==> src/rtl/cap_pkg.sv <==
package cap_pkg;

  localparam int QW   = 32;
  localparam int GW   = 31;
  localparam int IDXW = 3;

  localparam logic KIND_HOLD   = 1'b0;
  localparam logic KIND_DIRECT = 1'b1;

  typedef struct packed {
    logic                 kind;
    logic signed [QW-1:0] altitude_target;
    logic signed [QW-1:0] altitude_measured;
    logic signed [QW-1:0] climb_rate_measured;
    logic signed [QW-1:0] rate_min;
    logic signed [QW-1:0] rate_max;
    logic signed [QW-1:0] rate_command;
  } sample_t;

  typedef struct packed {
    logic signed [QW-1:0] throttle_comp;
    logic signed [QW-1:0] commanded_rate;
    logic                 output_clamped;
  } result_t;

  typedef enum logic [IDXW-1:0] {
    REG_ALT_KP         = 3'd0,
    REG_ALT_KI_DT      = 3'd1,
    REG_ALT_INT_LIMIT  = 3'd2,
    REG_ROC_KP         = 3'd3,
    REG_ROC_KI_DT      = 3'd4,
    REG_ROC_INT_LIMIT  = 3'd5,
    REG_MAX_THROTTLE   = 3'd6
  } reg_idx_t;

  typedef enum logic [3:0] {
    OP_NONE,
    OP_ERR_ALT,
    OP_ERR_ROC,
    OP_MUL_KP,
    OP_MUL_KI,
    OP_INT,
    OP_CMD_ALT,
    OP_CMD_DIR,
    OP_OUT
  } op_t;

  typedef struct packed {
    logic load;
    op_t  op;
    logic inner;
  } dp_cmd_t;

  localparam logic [GW-1:0] ALT_KP_RESET      = 31'd65536;
  localparam logic [GW-1:0] ALT_KI_DT_RESET   = 31'd0;
  localparam logic [GW-1:0] ALT_INT_LIM_RESET = 31'd65536;
  localparam logic [GW-1:0] ROC_KP_RESET      = 31'd65536;
  localparam logic [GW-1:0] ROC_KI_DT_RESET   = 31'd0;
  localparam logic [GW-1:0] ROC_INT_LIM_RESET = 31'd65536;
  localparam logic [GW-1:0] MAX_THROTTLE_RESET = 31'd3277;

endpackage

==> src/rtl/cap_controller.sv <==
module cap_controller
  import cap_pkg::*;
(
  input  logic    clk,
  input  logic    rst,
  input  logic    sample_valid,
  input  logic    sample_kind,
  output logic    sample_stall,
  output logic    result_valid,
  input  logic    result_stall,
  output dp_cmd_t cmd
);

  typedef enum logic [3:0] {
    IDLE,
    ALT_ERR,
    ALT_MKP,
    ALT_MKI,
    ALT_INT,
    ALT_CMD,
    DIR_CMD,
    ROC_ERR,
    ROC_MKP,
    ROC_MKI,
    ROC_INT,
    ROC_OUT
  } state_t;

  state_t state;
  logic   out_wr;

  // the output register is free unless a beat is still held there
  assign out_wr       = (state == ROC_OUT) && !(result_valid && result_stall);
  assign sample_stall = (state != IDLE);

  always_comb begin
    cmd.load  = (state == IDLE) && sample_valid;
    cmd.op    = OP_NONE;
    cmd.inner = 1'b0;
    case (state)
      ALT_ERR: cmd.op = OP_ERR_ALT;
      ALT_MKP: cmd.op = OP_MUL_KP;
      ALT_MKI: cmd.op = OP_MUL_KI;
      ALT_INT: cmd.op = OP_INT;
      ALT_CMD: cmd.op = OP_CMD_ALT;
      DIR_CMD: cmd.op = OP_CMD_DIR;
      ROC_ERR: cmd.op = OP_ERR_ROC;
      ROC_MKP: begin
        cmd.op    = OP_MUL_KP;
        cmd.inner = 1'b1;
      end
      ROC_MKI: begin
        cmd.op    = OP_MUL_KI;
        cmd.inner = 1'b1;
      end
      ROC_INT: begin
        cmd.op    = OP_INT;
        cmd.inner = 1'b1;
      end
      ROC_OUT: begin
        cmd.op    = out_wr ? OP_OUT : OP_NONE;
        cmd.inner = 1'b1;
      end
      default: ;
    endcase
  end

  always_ff @(posedge clk) begin
    if (rst) begin
      state        <= IDLE;
      result_valid <= 1'b0;
    end else begin
      if (out_wr) begin
        result_valid <= 1'b1;
      end else if (!result_stall) begin
        result_valid <= 1'b0;
      end
      case (state)
        IDLE: begin
          if (sample_valid) begin
            state <= (sample_kind == KIND_DIRECT) ? DIR_CMD : ALT_ERR;
          end
        end
        ALT_ERR: state <= ALT_MKP;
        ALT_MKP: state <= ALT_MKI;
        ALT_MKI: state <= ALT_INT;
        ALT_INT: state <= ALT_CMD;
        ALT_CMD: state <= ROC_ERR;
        DIR_CMD: state <= ROC_ERR;
        ROC_ERR: state <= ROC_MKP;
        ROC_MKP: state <= ROC_MKI;
        ROC_MKI: state <= ROC_INT;
        ROC_INT: state <= ROC_OUT;
        ROC_OUT: begin
          if (out_wr) begin
            state <= IDLE;
          end
        end
        default: state <= IDLE;
      endcase
    end
  end

  a_accept_starts: assert property (@(posedge clk) disable iff (rst)
    sample_valid && !sample_stall |=> state == ALT_ERR || state == DIR_CMD)
    else $error("accepted sample did not start a sequence");

  a_held_result_blocks: assert property (@(posedge clk) disable iff (rst)
    state == ROC_OUT && result_valid && result_stall |=> state == ROC_OUT)
    else $error("result overwritten while held");

  a_valid_source: assert property (@(posedge clk) disable iff (rst)
    $rose(result_valid) |-> $past(state) == ROC_OUT)
    else $error("result valid raised outside output step");

  a_taken_drops: assert property (@(posedge clk) disable iff (rst)
    result_valid && !result_stall && state != ROC_OUT |=> !result_valid)
    else $error("result repeated after being taken");

endmodule

==> config.mk <==
export PLATFORM = sky130hd
export DESIGN_NAME = cap_controller
export DESIGN_NICKNAME = d
export VERILOG_FILES = /design/src/rtl/cap_pkg.sv /design/src/rtl/cap_controller.sv
export SDC_FILE = /design/constraint.sdc
export NUM_CORES = 1
export LEC_CHECK = 0
export ABC_AREA = 1
export ABC_CLOCK_PERIOD_IN_PS = 1200
export BUFFER_PORTS_ARGS = -buffer_cell sky130_fd_sc_hd__buf_2
export CAP_MARGIN = 20
export CORE_AREA = 2 2 39 41
export CTS_BUF_LIST = sky130_fd_sc_hd__clkbuf_2
export DETAILED_ROUTE_END_ITERATION = 8
export DIE_AREA = 0 0 41 43
export PLACE_DENSITY_LB_ADDON = 0.15
export SYNTH_ARGS = -nofsm -noshare
export SYNTH_HDL_FRONTEND = slang
export SYNTH_SLANG_ARGS = --single-unit
==> constraint.sdc <==
create_clock -name clk -period 1.2 [get_ports clk]
set_input_delay 0.24 -clock clk [delete_from_list [all_inputs] [get_ports clk]]
set_output_delay 0.24 -clock clk [all_outputs]
set_load 0.02 [all_outputs]
[Word level (Yosys, flattened, before mapping)]
Index checks and enable logic that the tools add are counted.
Word-level totals
  register bits: 5
  input port bits: 5
  word-level logic and storage cells: 37
Operators by class
  equality and inequality tests: 14
  multiplexer cells: 9
  reduce and logical (&&, ||, !) cells: 12
Operators by type and width (number)
  one-hot mux 4 bit (11 select lines): 1
  one-hot mux 4 bit (8 select lines): 1
  equality test 4 x 3 -> 1 bit (second input constant): 4
  equality test 4 bit (second input constant): 4
  two-way mux 4 bit: 3
  equality test 4 x 2 -> 1 bit (second input constant): 2
  OR reduction 2 bit: 4
  equality test 4 x 1 -> 1 bit (second input constant): 1
  zero test 4 bit: 1
  != test 2 bit (second input constant): 2
  nonzero test 4 bit: 1
  OR reduction 4 bit: 1
  logical AND 1 bit: 3
  two-way mux 1 bit: 3
  two-way mux 3 bit: 1
  != test 2 x 1 -> 1 bit (second input constant): 1
  AND reduction 2 bit: 1
  zero test 1 bit: 1

[Longest topological paths before layout]
Gate-level depths: netlist (run 1).
  depth after elaboration: 5
  mapped depth: 7

[Least setup slack after synthesis (run 1)]
OpenSTA, ideal clock, no wires.
  kind: reg-to-output
  start: register state[2]
  end: output port cmd[5] (netlist name)
  data arrival time: 1116 ps
  required time: 960 ps
  slack: -156 ps
  stages on the path, launching flop included: 5
  path through: dfxtp_1 -> buf_6 -> nor2_2 -> nand2_1 -> nor2_1
RTL lines
  start, declared: line cap_controller.sv:29  | state_t state;
  start signal, assigned: line cap_controller.sv:81  | state <= (sample_kind == KIND_DIRECT) ? DIR_CMD : ALT_ERR;
  end, declared: line cap_controller.sv:11  | output dp_cmd_t cmd

==> flow_metrics.py, run 1 <==
metrics = {
    "timing": {
        "layout_min_cycle_time_ps": 1400,
        "post-route-period-util": 1.17,
        "fin_skew_ps": 2.90,
        "holdWs_ps": 232,
        "relSlewSlack": 0.862,
        "rsz0062_at_grt": "true",
        "setup_ws_ps": -203,
        "hold_violations": 0,
        "slew_viol_final": 0,
        "tightestPinTransition_ps": 207,
        "fmax_mhz": 713,
        "setup_viol": 9,
    },
    "setup_path": {
        "critPathRequiredTime_ps": 960,
        "end_kind": "output pin",
        "cp_max_fo": 4,
        "worstPathArrival_ps": 1160,
        "critPathLaunch": "state[0]",
        "start_kind": "register",
        "r2r-start": "state[2]",
        "critPathKind": "reg2out",
    },
    "synthesis": {
        "postSynthCellCount": 58,
        "ys_seq_area_frac": 0.262,
        "syn_nets": 63,
        "netlist.area_leader.share": 0.262,
        "ys_ff_latch": 5,
        "avgSynthCellArea_um2": 6.58,
        "synth_area_leader_cell": "dfxtp_1",
        "synth.area.top_cells": "dfxtp_1 26%, nand2_1 14%, nand3_1 12%",
        "syn-cell-area_um2": 382,
        "synth.distinct_cells": 20,
        "yosysWarnings": 0,
    },
    "status": {
        "violations": "setup timing",
        "status": "finished with violations",
    },
    "global_routing": {
        "grt-ovfl-total": 0,
        "grt_pass1_vias": 423,
        "grt_usage": 0.150,
        "antenna_found_initial": 0,
        "grt_max_degree": 7,
        "grt_pass1_wl_mm": 1.77,
    },
    "routing": {
        "finalWirelength_mm": 1.22,
        "first_pass_iters": 4,
        "ant_nets": 0,
        "wl_per_cell_um": 11.8,
        "vias": 505,
        "via_per_inst": 4.86,
        "detailedRoute.firstIterationViolations": 4,
        "drc_errors": 0,
    },
    "clock_tree": {
        "ctsHtreeMaxLevel": 1,
        "clkSinkCount": 5,
        "path_clk_slew_ps": 50,
        "clock_latency_ps": 220,
        "cts_buffer_depth": 2,
        "tritoncts": "done",
        "root_buffer": "clkbuf_2",
        "cts_buffers": 3,
        "hold_buffers": 0,
    },
    "placed_design": {
        "post_dp_cell_area_um2": 526,
        "numPortBuffers": 12,
        "gp_routability_congestion": 0.703,
        "dp_cells": 92,
        "hpwlAfterDp_um": 777,
    },
    "final_layout": {
        "n_antenna_cell": 0,
        "postLayoutCoreUtil": 0.515,
        "fin_cells": 104,
        "nets": 94,
        "drive_gt1_frac": 0.670,
        "syn_to_final_growth_pct": 86.9,
        "fin_area_um2": 713,
    },
    "power": {
        "p_leak_nw": 0.391,
        "ir_drop_mv": 0.919,
        "powerDensity_nw_per_um2": 2480,
        "p_total_mw": 1.77,
    },
    "floorplan": {
        "start_util": 0.276,
        "fp-row-count": 14,
        "io_pins": 13,
        "core_um2": 1380,
        "die_h_um": 43,
        "dieWidth_um": 41,
        "die_area_um2": 1760,
    },
    "run": {
        "maxCapViolCount": 0,
    },
    "min_path": {
        "hold_path_class": "in2reg",
        "min-delay-start": "rst",
    },
}
==> worst paths after layout <==
kind,end,slack [ps],cells past startpoint
setup / recovery,cmd[1],-200,5
hold / removal,state[0],230,2
setup reg to reg,state[0],-60,9
hold reg to reg,result_valid,480,2
==> layer usage <==
metal	vias to the layer above	wire [um]	track usage	part of all wire
met3	2	56	0.0157	0.046
met2	20	683	0.228	0.56
met5	-	0	0	0
li1	243	-	-	-
met1	240	468	0.188	0.38
met4	0	15	0.100	0.012
==> final cells by class <==
| class | instances | area (um2) |
|---|---|---|
| Fill cell | 137 | 671 |
| Tap cell | 16 | 20.0 |
| Inverter | 10 | 38.8 |
| Multi-Input combinational cell | 42 | 302 |
| Clock buffer | 4 | 20.0 |
| Sequential cell | 5 | 113 |
| Timing Repair Buffer | 27 | 220 |
==> cells by family (layout without fill, tap and decap cells) <==
logic type             count (synthesis)  count (layout)  share of synthesized area
DFF                                    5               5                      0.262
and+or+nand+nor                       36              36                      0.498
buffers and inverters                 11              41                      0.131
AOI/OAI and AO/OA                      6               6                      0.108
==> Yosys cell counts, drive strengths merged <==
cell type   n
nand2      16
nand3      10
inv         8
nor2        8
dfxtp       5
a21oi       3
clkinv      2
o31ai       2
buf         1
nand3b      1
nand4       1
o21bai      1
==> worst max-delay path: stages (launching register included) <==
cell and delay, ps:
dfxtp_4 360, nor2_4 210, nand2_4 90, nand3_2 70
o31ai_2 60, buf_4 150
==> repair_timing <==
item                       4_1_cts  5_1_grt
pin swaps                        3        6
setup endpoints to repair        7       11
setup buffers                    5        4
resized for setup               19       16
==> power breakdown <==
| group | switching, mW | internal [mW] | leakage, nW |
|---|---|---|---|
| Sequential | 0.0911 | 0.230 | 0.0434 |
| Combinational | 0.679 | 0.608 | 0.331 |
| Clock | 0.0699 | 0.0882 | 0.0166 |
==> metrics by stage <==
step	worst slack, ps	TNS [ps]
after CTS	-198	-1050
final	-203	-1180
after detailed placement	-66.0	-156
after floorplan	-11.4	-20.6
after global routing	-270	-1870
after global placement	-91.4	-272
==> layout by cell type (no fill, tap or decap), drive strengths merged, types with 2 or more instances in the layout <==
cell type  instances
a21oi              3
buf               27
clkbuf             4
dfxtp              5
inv                9
nand2             16
nand3             10
nor2               8
o31ai              2
==> registers in the layout, summed over array words and instances, names as in the netlist <==
name          cells
result_valid      1
state             4
(Power assumes the default switching activity.)
==> run 2: changes to the inputs <==
- SKIP_LAST_GASP: unset -> 1
==> flow_metrics.py, run 2 (synthesis results as in run 1) <==
metrics = {
    "setup_path": {
        "end_kind": "output pin",
        "critPathKind": "reg2out",
        "crit_family": "flip-flops",
        "max_stage_delay_ps": 370,
        "path_buf_inv": 2,
        "crit_chain": "buf_6 -> nor2_8 -> nand2_1 -> nand3_1 -> buf_6",
        "slowest_stage": "dfxtp_4",
        "critPathLaunch": "state[2]",
        "crit_top_cell": "buf_6",
        "r2r-start": "state[2]",
        "cp_max_fo": 6,
        "critPathRequiredTime_ps": 960,
        "worstPathArrival_ps": 1160,
        "start_kind": "register",
    },
    "final_layout": {
        "syn_to_final_growth_pct": 85.9,
        "top_regs": "state x4, result_valid x1",
        "layout_commonest_cell": "buf_4",
        "postLayoutCoreUtil": 0.513,
        "largest-register": "state",
        "n_antenna_cell": 0,
        "largest_reg_flops": 4,
        "nets": 94,
        "drive_gt1_frac": 0.670,
        "final_cell_mix": "15 x buf_4, 9 x nand2_1, 7 x nand3_1, 7 x buf_6",
    },
    "global_routing": {
        "grt_max_degree": 7,
        "grt_usage": 0.150,
        "grt_pass1_vias": 423,
        "grt-ovfl-total": 0,
        "antenna_found_initial": 0,
        "grt_pass1_wl_mm": 1.77,
    },
    "routing": {
        "drc_errors": 0,
        "vias": 515,
        "via_per_inst": 4.95,
        "ant_nets": 0,
        "first_pass_iters": 4,
        "wl_per_cell_um": 11.8,
        "detailedRoute.firstIterationViolations": 5,
        "finalWirelength_mm": 1.23,
    },
    "timing": {
        "relSlewSlack": 0.861,
        "layout_min_cycle_time_ps": 1400,
        "holdWs_ps": 231,
        "setup_viol": 9,
        "fin_skew_ps": 3.15,
        "fmax_mhz": 712,
        "post-route-period-util": 1.17,
        "rsz0062_at_grt": "true",
        "setup_ws_ps": -204,
        "hold_violations": 0,
        "slew_viol_final": 0,
        "tightestPinTransition_ps": 207,
    },
    "floorplan": {
        "dieWidth_um": 41,
        "io_pins": 13,
        "fp-row-count": 14,
        "core_um2": 1380,
        "die_area_um2": 1760,
        "die_h_um": 43,
        "start_util": 0.276,
    },
    "clock_tree": {
        "tritoncts": "done",
        "hold_buffers": 0,
        "clock_latency_ps": 220,
        "root_buffer": "clkbuf_2",
        "cts_buffer_depth": 2,
        "cts_buffers": 3,
        "clkSinkCount": 5,
        "path_clk_slew_ps": 50,
        "ctsHtreeMaxLevel": 1,
    },
    "power": {
        "powerDensity_nw_per_um2": 2490,
        "ir_drop_mv": 0.918,
        "p_leak_nw": 0.390,
    },
    "placed_design": {
        "gp_routability_congestion": 0.703,
        "numPortBuffers": 12,
        "hpwlAfterDp_um": 777,
        "dp_slack_ps": -66.0,
    },
    "status": {
        "status": "finished with violations",
        "violations": "setup timing",
    },
    "run": {
        "maxCapViolCount": 0,
    },
    "min_path": {
        "min-delay-start": "rst",
        "hold_path_class": "in2reg",
    },
}
[run 2: area by class of cell]
type | instances | area [um2]
inverter | 10 | 38.8
timing repair buffer | 27 | 216
tap | 16 | 20.0
clock buffer | 4 | 20.0
fill | 140 | 674
sequential | 5 | 113
multi-input combinational | 42 | 302
[run 2: path summary, 6_finish.rpt]
kind	endpoint	slack, ps	depth (start not counted)
setup / recovery	cmd[3]	-200	5
setup reg to reg	state[0]	-50	9
hold / removal	state[0]	230	2
hold reg to reg	result_valid	480	2
[run 2: through the flow]
step / setup TNS (ps) / power, mW / instance area (um2) / instances
finish: -1210 / 1.77 / 709 / 104
global route: -1880 / 1.89 / 709 / 104
CTS: -1050 / 1.60 / 636 / 101
detailed placement: -156 / 1.21 / 526 / 92
global placement: -272 / 1.21 / 526 / 92
floorplan: -20.6 / 0.948 / 404 / 58
[run 2: timing repair]
item | in CTS | in global routing
pin swaps | 3 | 6
buffers inserted | 5 | 4
resized for setup | 19 | 15
endpoints found under the setup margin | 7 | 11
[run 2: per-layer routing]
metal | wire length (um) | global-route usage | vias to the layer above
met5 | 0 | 0 | -
met4 | 26 | 0.100 | 0
met3 | 47 | 0.0157 | 6
met2 | 663 | 0.228 | 22
met1 | 489 | 0.188 | 244
li1 | - | - | 243
[run 2: report_power, final]
| group | switching, mW | internal, mW | leakage (nW) |
|---|---|---|---|
| Combinational | 0.681 | 0.608 | 0.330 |
| Sequential | 0.0905 | 0.230 | 0.0434 |
| Clock | 0.0698 | 0.0882 | 0.0166 |
| Total | 0.842 | 0.926 | 0.390 |
==> run 3: changes to the inputs <==
- ABC_AREA: 1 -> unset
==> flow_metrics.py, run 3 <==
metrics = {
    "status": {
        "status": "finished with violations",
        "violations": "setup timing",
    },
    "routing": {
        "finalWirelength_mm": 1.04,
        "via_per_inst": 4.89,
        "detailedRoute.firstIterationViolations": 4,
        "ant_nets": 0,
        "drc_errors": 0,
        "wl_per_cell_um": 10.8,
        "vias": 469,
        "first_pass_iters": 3,
    },
    "synthesis": {
        "syn-cell-area_um2": 389,
        "avgSynthCellArea_um2": 7.48,
        "synthTopCellsByCount": "8 x a21oi_1, 5 x dfxtp_1, 5 x nor2_1",
        "post-synth-top-count-cell": "a21oi_1",
        "syn_nets": 57,
        "synth_top_flop_cell": "dfxtp_1",
        "ys_ff_latch": 5,
        "synth.area.top_cells": "dfxtp_1 26%, a21oi_1 10%, nor2b_1 6.4%",
        "synth_area_leader_cell": "dfxtp_1",
        "ys_seq_area_frac": 0.257,
        "postSynthCellCount": 52,
        "synth_enable_flop_cells": 0,
        "async_flop_share": 0,
        "yosysWarnings": 0,
        "netlist.area_leader.share": 0.257,
        "synth.distinct_cells": 22,
    },
    "setup_path": {
        "path_buf_inv": 1,
        "max_stage_delay_ps": 560,
        "critPathKind": "reg2out",
        "crit_family": "simple AND/OR/NAND/NOR gates",
        "slowest_stage": "or4_4",
        "crit_chain": "or4_4 -> nor2_4 -> buf_6",
        "end_kind": "output pin",
        "start_kind": "register",
        "worstPathArrival_ps": 1330,
        "cp_max_fo": 3,
        "critPathRequiredTime_ps": 960,
    },
    "timing": {
        "fin_skew_ps": 12.5,
        "slew_viol_final": 0,
        "fmax_mhz": 635,
        "post-route-period-util": 1.31,
        "hold_violations": 0,
        "relSlewSlack": 0.758,
        "setup_viol": 11,
        "setup_ws_ps": -374,
        "rsz0062_at_grt": "true",
        "layout_min_cycle_time_ps": 1570,
        "tightestPinTransition_ps": 361,
    },
    "clock_tree": {
        "clock_latency_ps": 230,
        "cts_buffer_depth": 2,
        "path_clk_slew_ps": 70,
        "ctsHtreeMaxLevel": 1,
        "tritoncts": "done",
        "clkSinkCount": 5,
        "root_buffer": "clkbuf_2",
        "cts_buffers": 3,
    },
    "power": {
        "sequentialPowerShare": 0.179,
        "p_leak_nw": 0.322,
        "switchingPower_uw": 558,
        "p_int_uw": 754,
        "powerDensity_nw_per_um2": 1870,
        "pwr-share-comb": 0.704,
        "ir_drop_mv": 0.841,
        "pwr-share-clk": 0.116,
        "p_sw_frac": 0.426,
    },
    "floorplan": {
        "start_util": 0.281,
        "fp-row-count": 14,
        "io_pins": 13,
        "core_um2": 1380,
        "dieWidth_um": 41,
        "die_area_um2": 1760,
        "die_h_um": 43,
    },
    "global_routing": {
        "grt-ovfl-total": 0,
        "antenna_found_initial": 0,
        "grt_pass1_wl_mm": 1.61,
        "grt_usage": 0.133,
        "grt_max_degree": 12,
        "grt_pass1_vias": 408,
    },
    "final_layout": {
        "largest_reg_flops": 4,
        "nets": 86,
        "largest-register": "state",
        "syn_to_final_growth_pct": 80.7,
        "drive_gt1_frac": 0.638,
        "nFillCells": 139,
        "top_regs": "state x4, result_valid x1",
        "postLayoutCoreUtil": 0.508,
        "layout_commonest_cell": "buf_4",
        "final_cell_mix": "12 x buf_4, 9 x buf_6, 7 x buf_2",
        "n_antenna_cell": 0,
    },
    "placed_design": {
        "gp_routability_congestion": 0.729,
        "hpwlAfterDp_um": 774,
        "dp_slack_ps": -146,
        "numPortBuffers": 12,
    },
    "run": {
        "maxCapViolCount": 0,
    },
    "min_path": {
        "hold_path_class": "in2reg",
    },
}
run 3: cell types whose count changed after synthesis, sizes merged, moves of 2 or more:
cell and delta:
or4 +2, mux2i +2, nor2 -3, buf +3
o31ai -2, nand2 -12, nand3 -10, nor2b +4
a21oi +5, inv -5, o21ai +4, clkinv -2
run 3: repair_timing:
action                                  in CTS  in global routing
setup buffers                                3                  0
endpoints found under the setup margin      11                 11
hold buffers                                 0                  0
cloned                                       0                  0
hold endpoints to repair                     0                  0
gates resized for setup                     19                  6
pin swaps                                    4                  2
run 3: cell families after synthesis:
family	after synthesis	share of synthesized area
xor+xnor	1	0.0225
simple gates	20	0.302
mux	2	0.0514
flops	5	0.257
buf+inv	7	0.0804
compound gates	17	0.286
run 3: metal layers:
layer | up-vias | GRT usage | part of all wire
met5 | - | 0 | 0
met4 | 0 | 0.0400 | 0
met3 | 0 | 0.0471 | 0.030
met2 | 8 | 0.197 | 0.49
met1 | 215 | 0.176 | 0.48
li1 | 246 | - | -
run 3: power groups by stage:
stage	Combinational (mW)	Sequential, mW	Clock [mW]
global placement	0.753	0.228	0
CTS	0.890	0.230	0.156
finish	0.924	0.235	0.152
detailed placement	0.749	0.229	0
floorplan	0.510	0.229	0
global route	0.989	0.241	0.168
run 3: worst paths after layout:
kind / cells past startpoint / slack [ps] / start / endpoint
min reg2reg: 2 / 540 / result_valid / result_valid
max: 3 / -370 / state[0] / cmd[5]
max reg2reg: 4 / -230 / state[0] / state[0]
min: 2 / 250 / rst / state[3]
run 3: per-stage QoR:
stage | total power [mW] | TNS [ps] | hold WS, ps | instances | area [um2]
floorplan | 0.740 | -341 | 302 | 52 | 437
global placement | 0.981 | -615 | 474 | 89 | 579
detailed placement | 0.978 | -603 | 480 | 89 | 579
CTS | 1.28 | -2530 | 236 | 96 | 678
global route | 1.40 | -3120 | 247 | 96 | 703
finish | 1.31 | -2520 | 249 | 96 | 703
run 3: cell type report:
cell class	instances	area, um2	share of cell area
Clock inverter	1	5.00	0.00712
Multi-Input combinational cell	40	320	0.456
Clock buffer	3	15.0	0.0214
Inverter	3	11.3	0.0160
Sequential cell	5	105	0.149
Timing Repair Buffer	28	226	0.322
Tap cell	16	20.0	0.0285
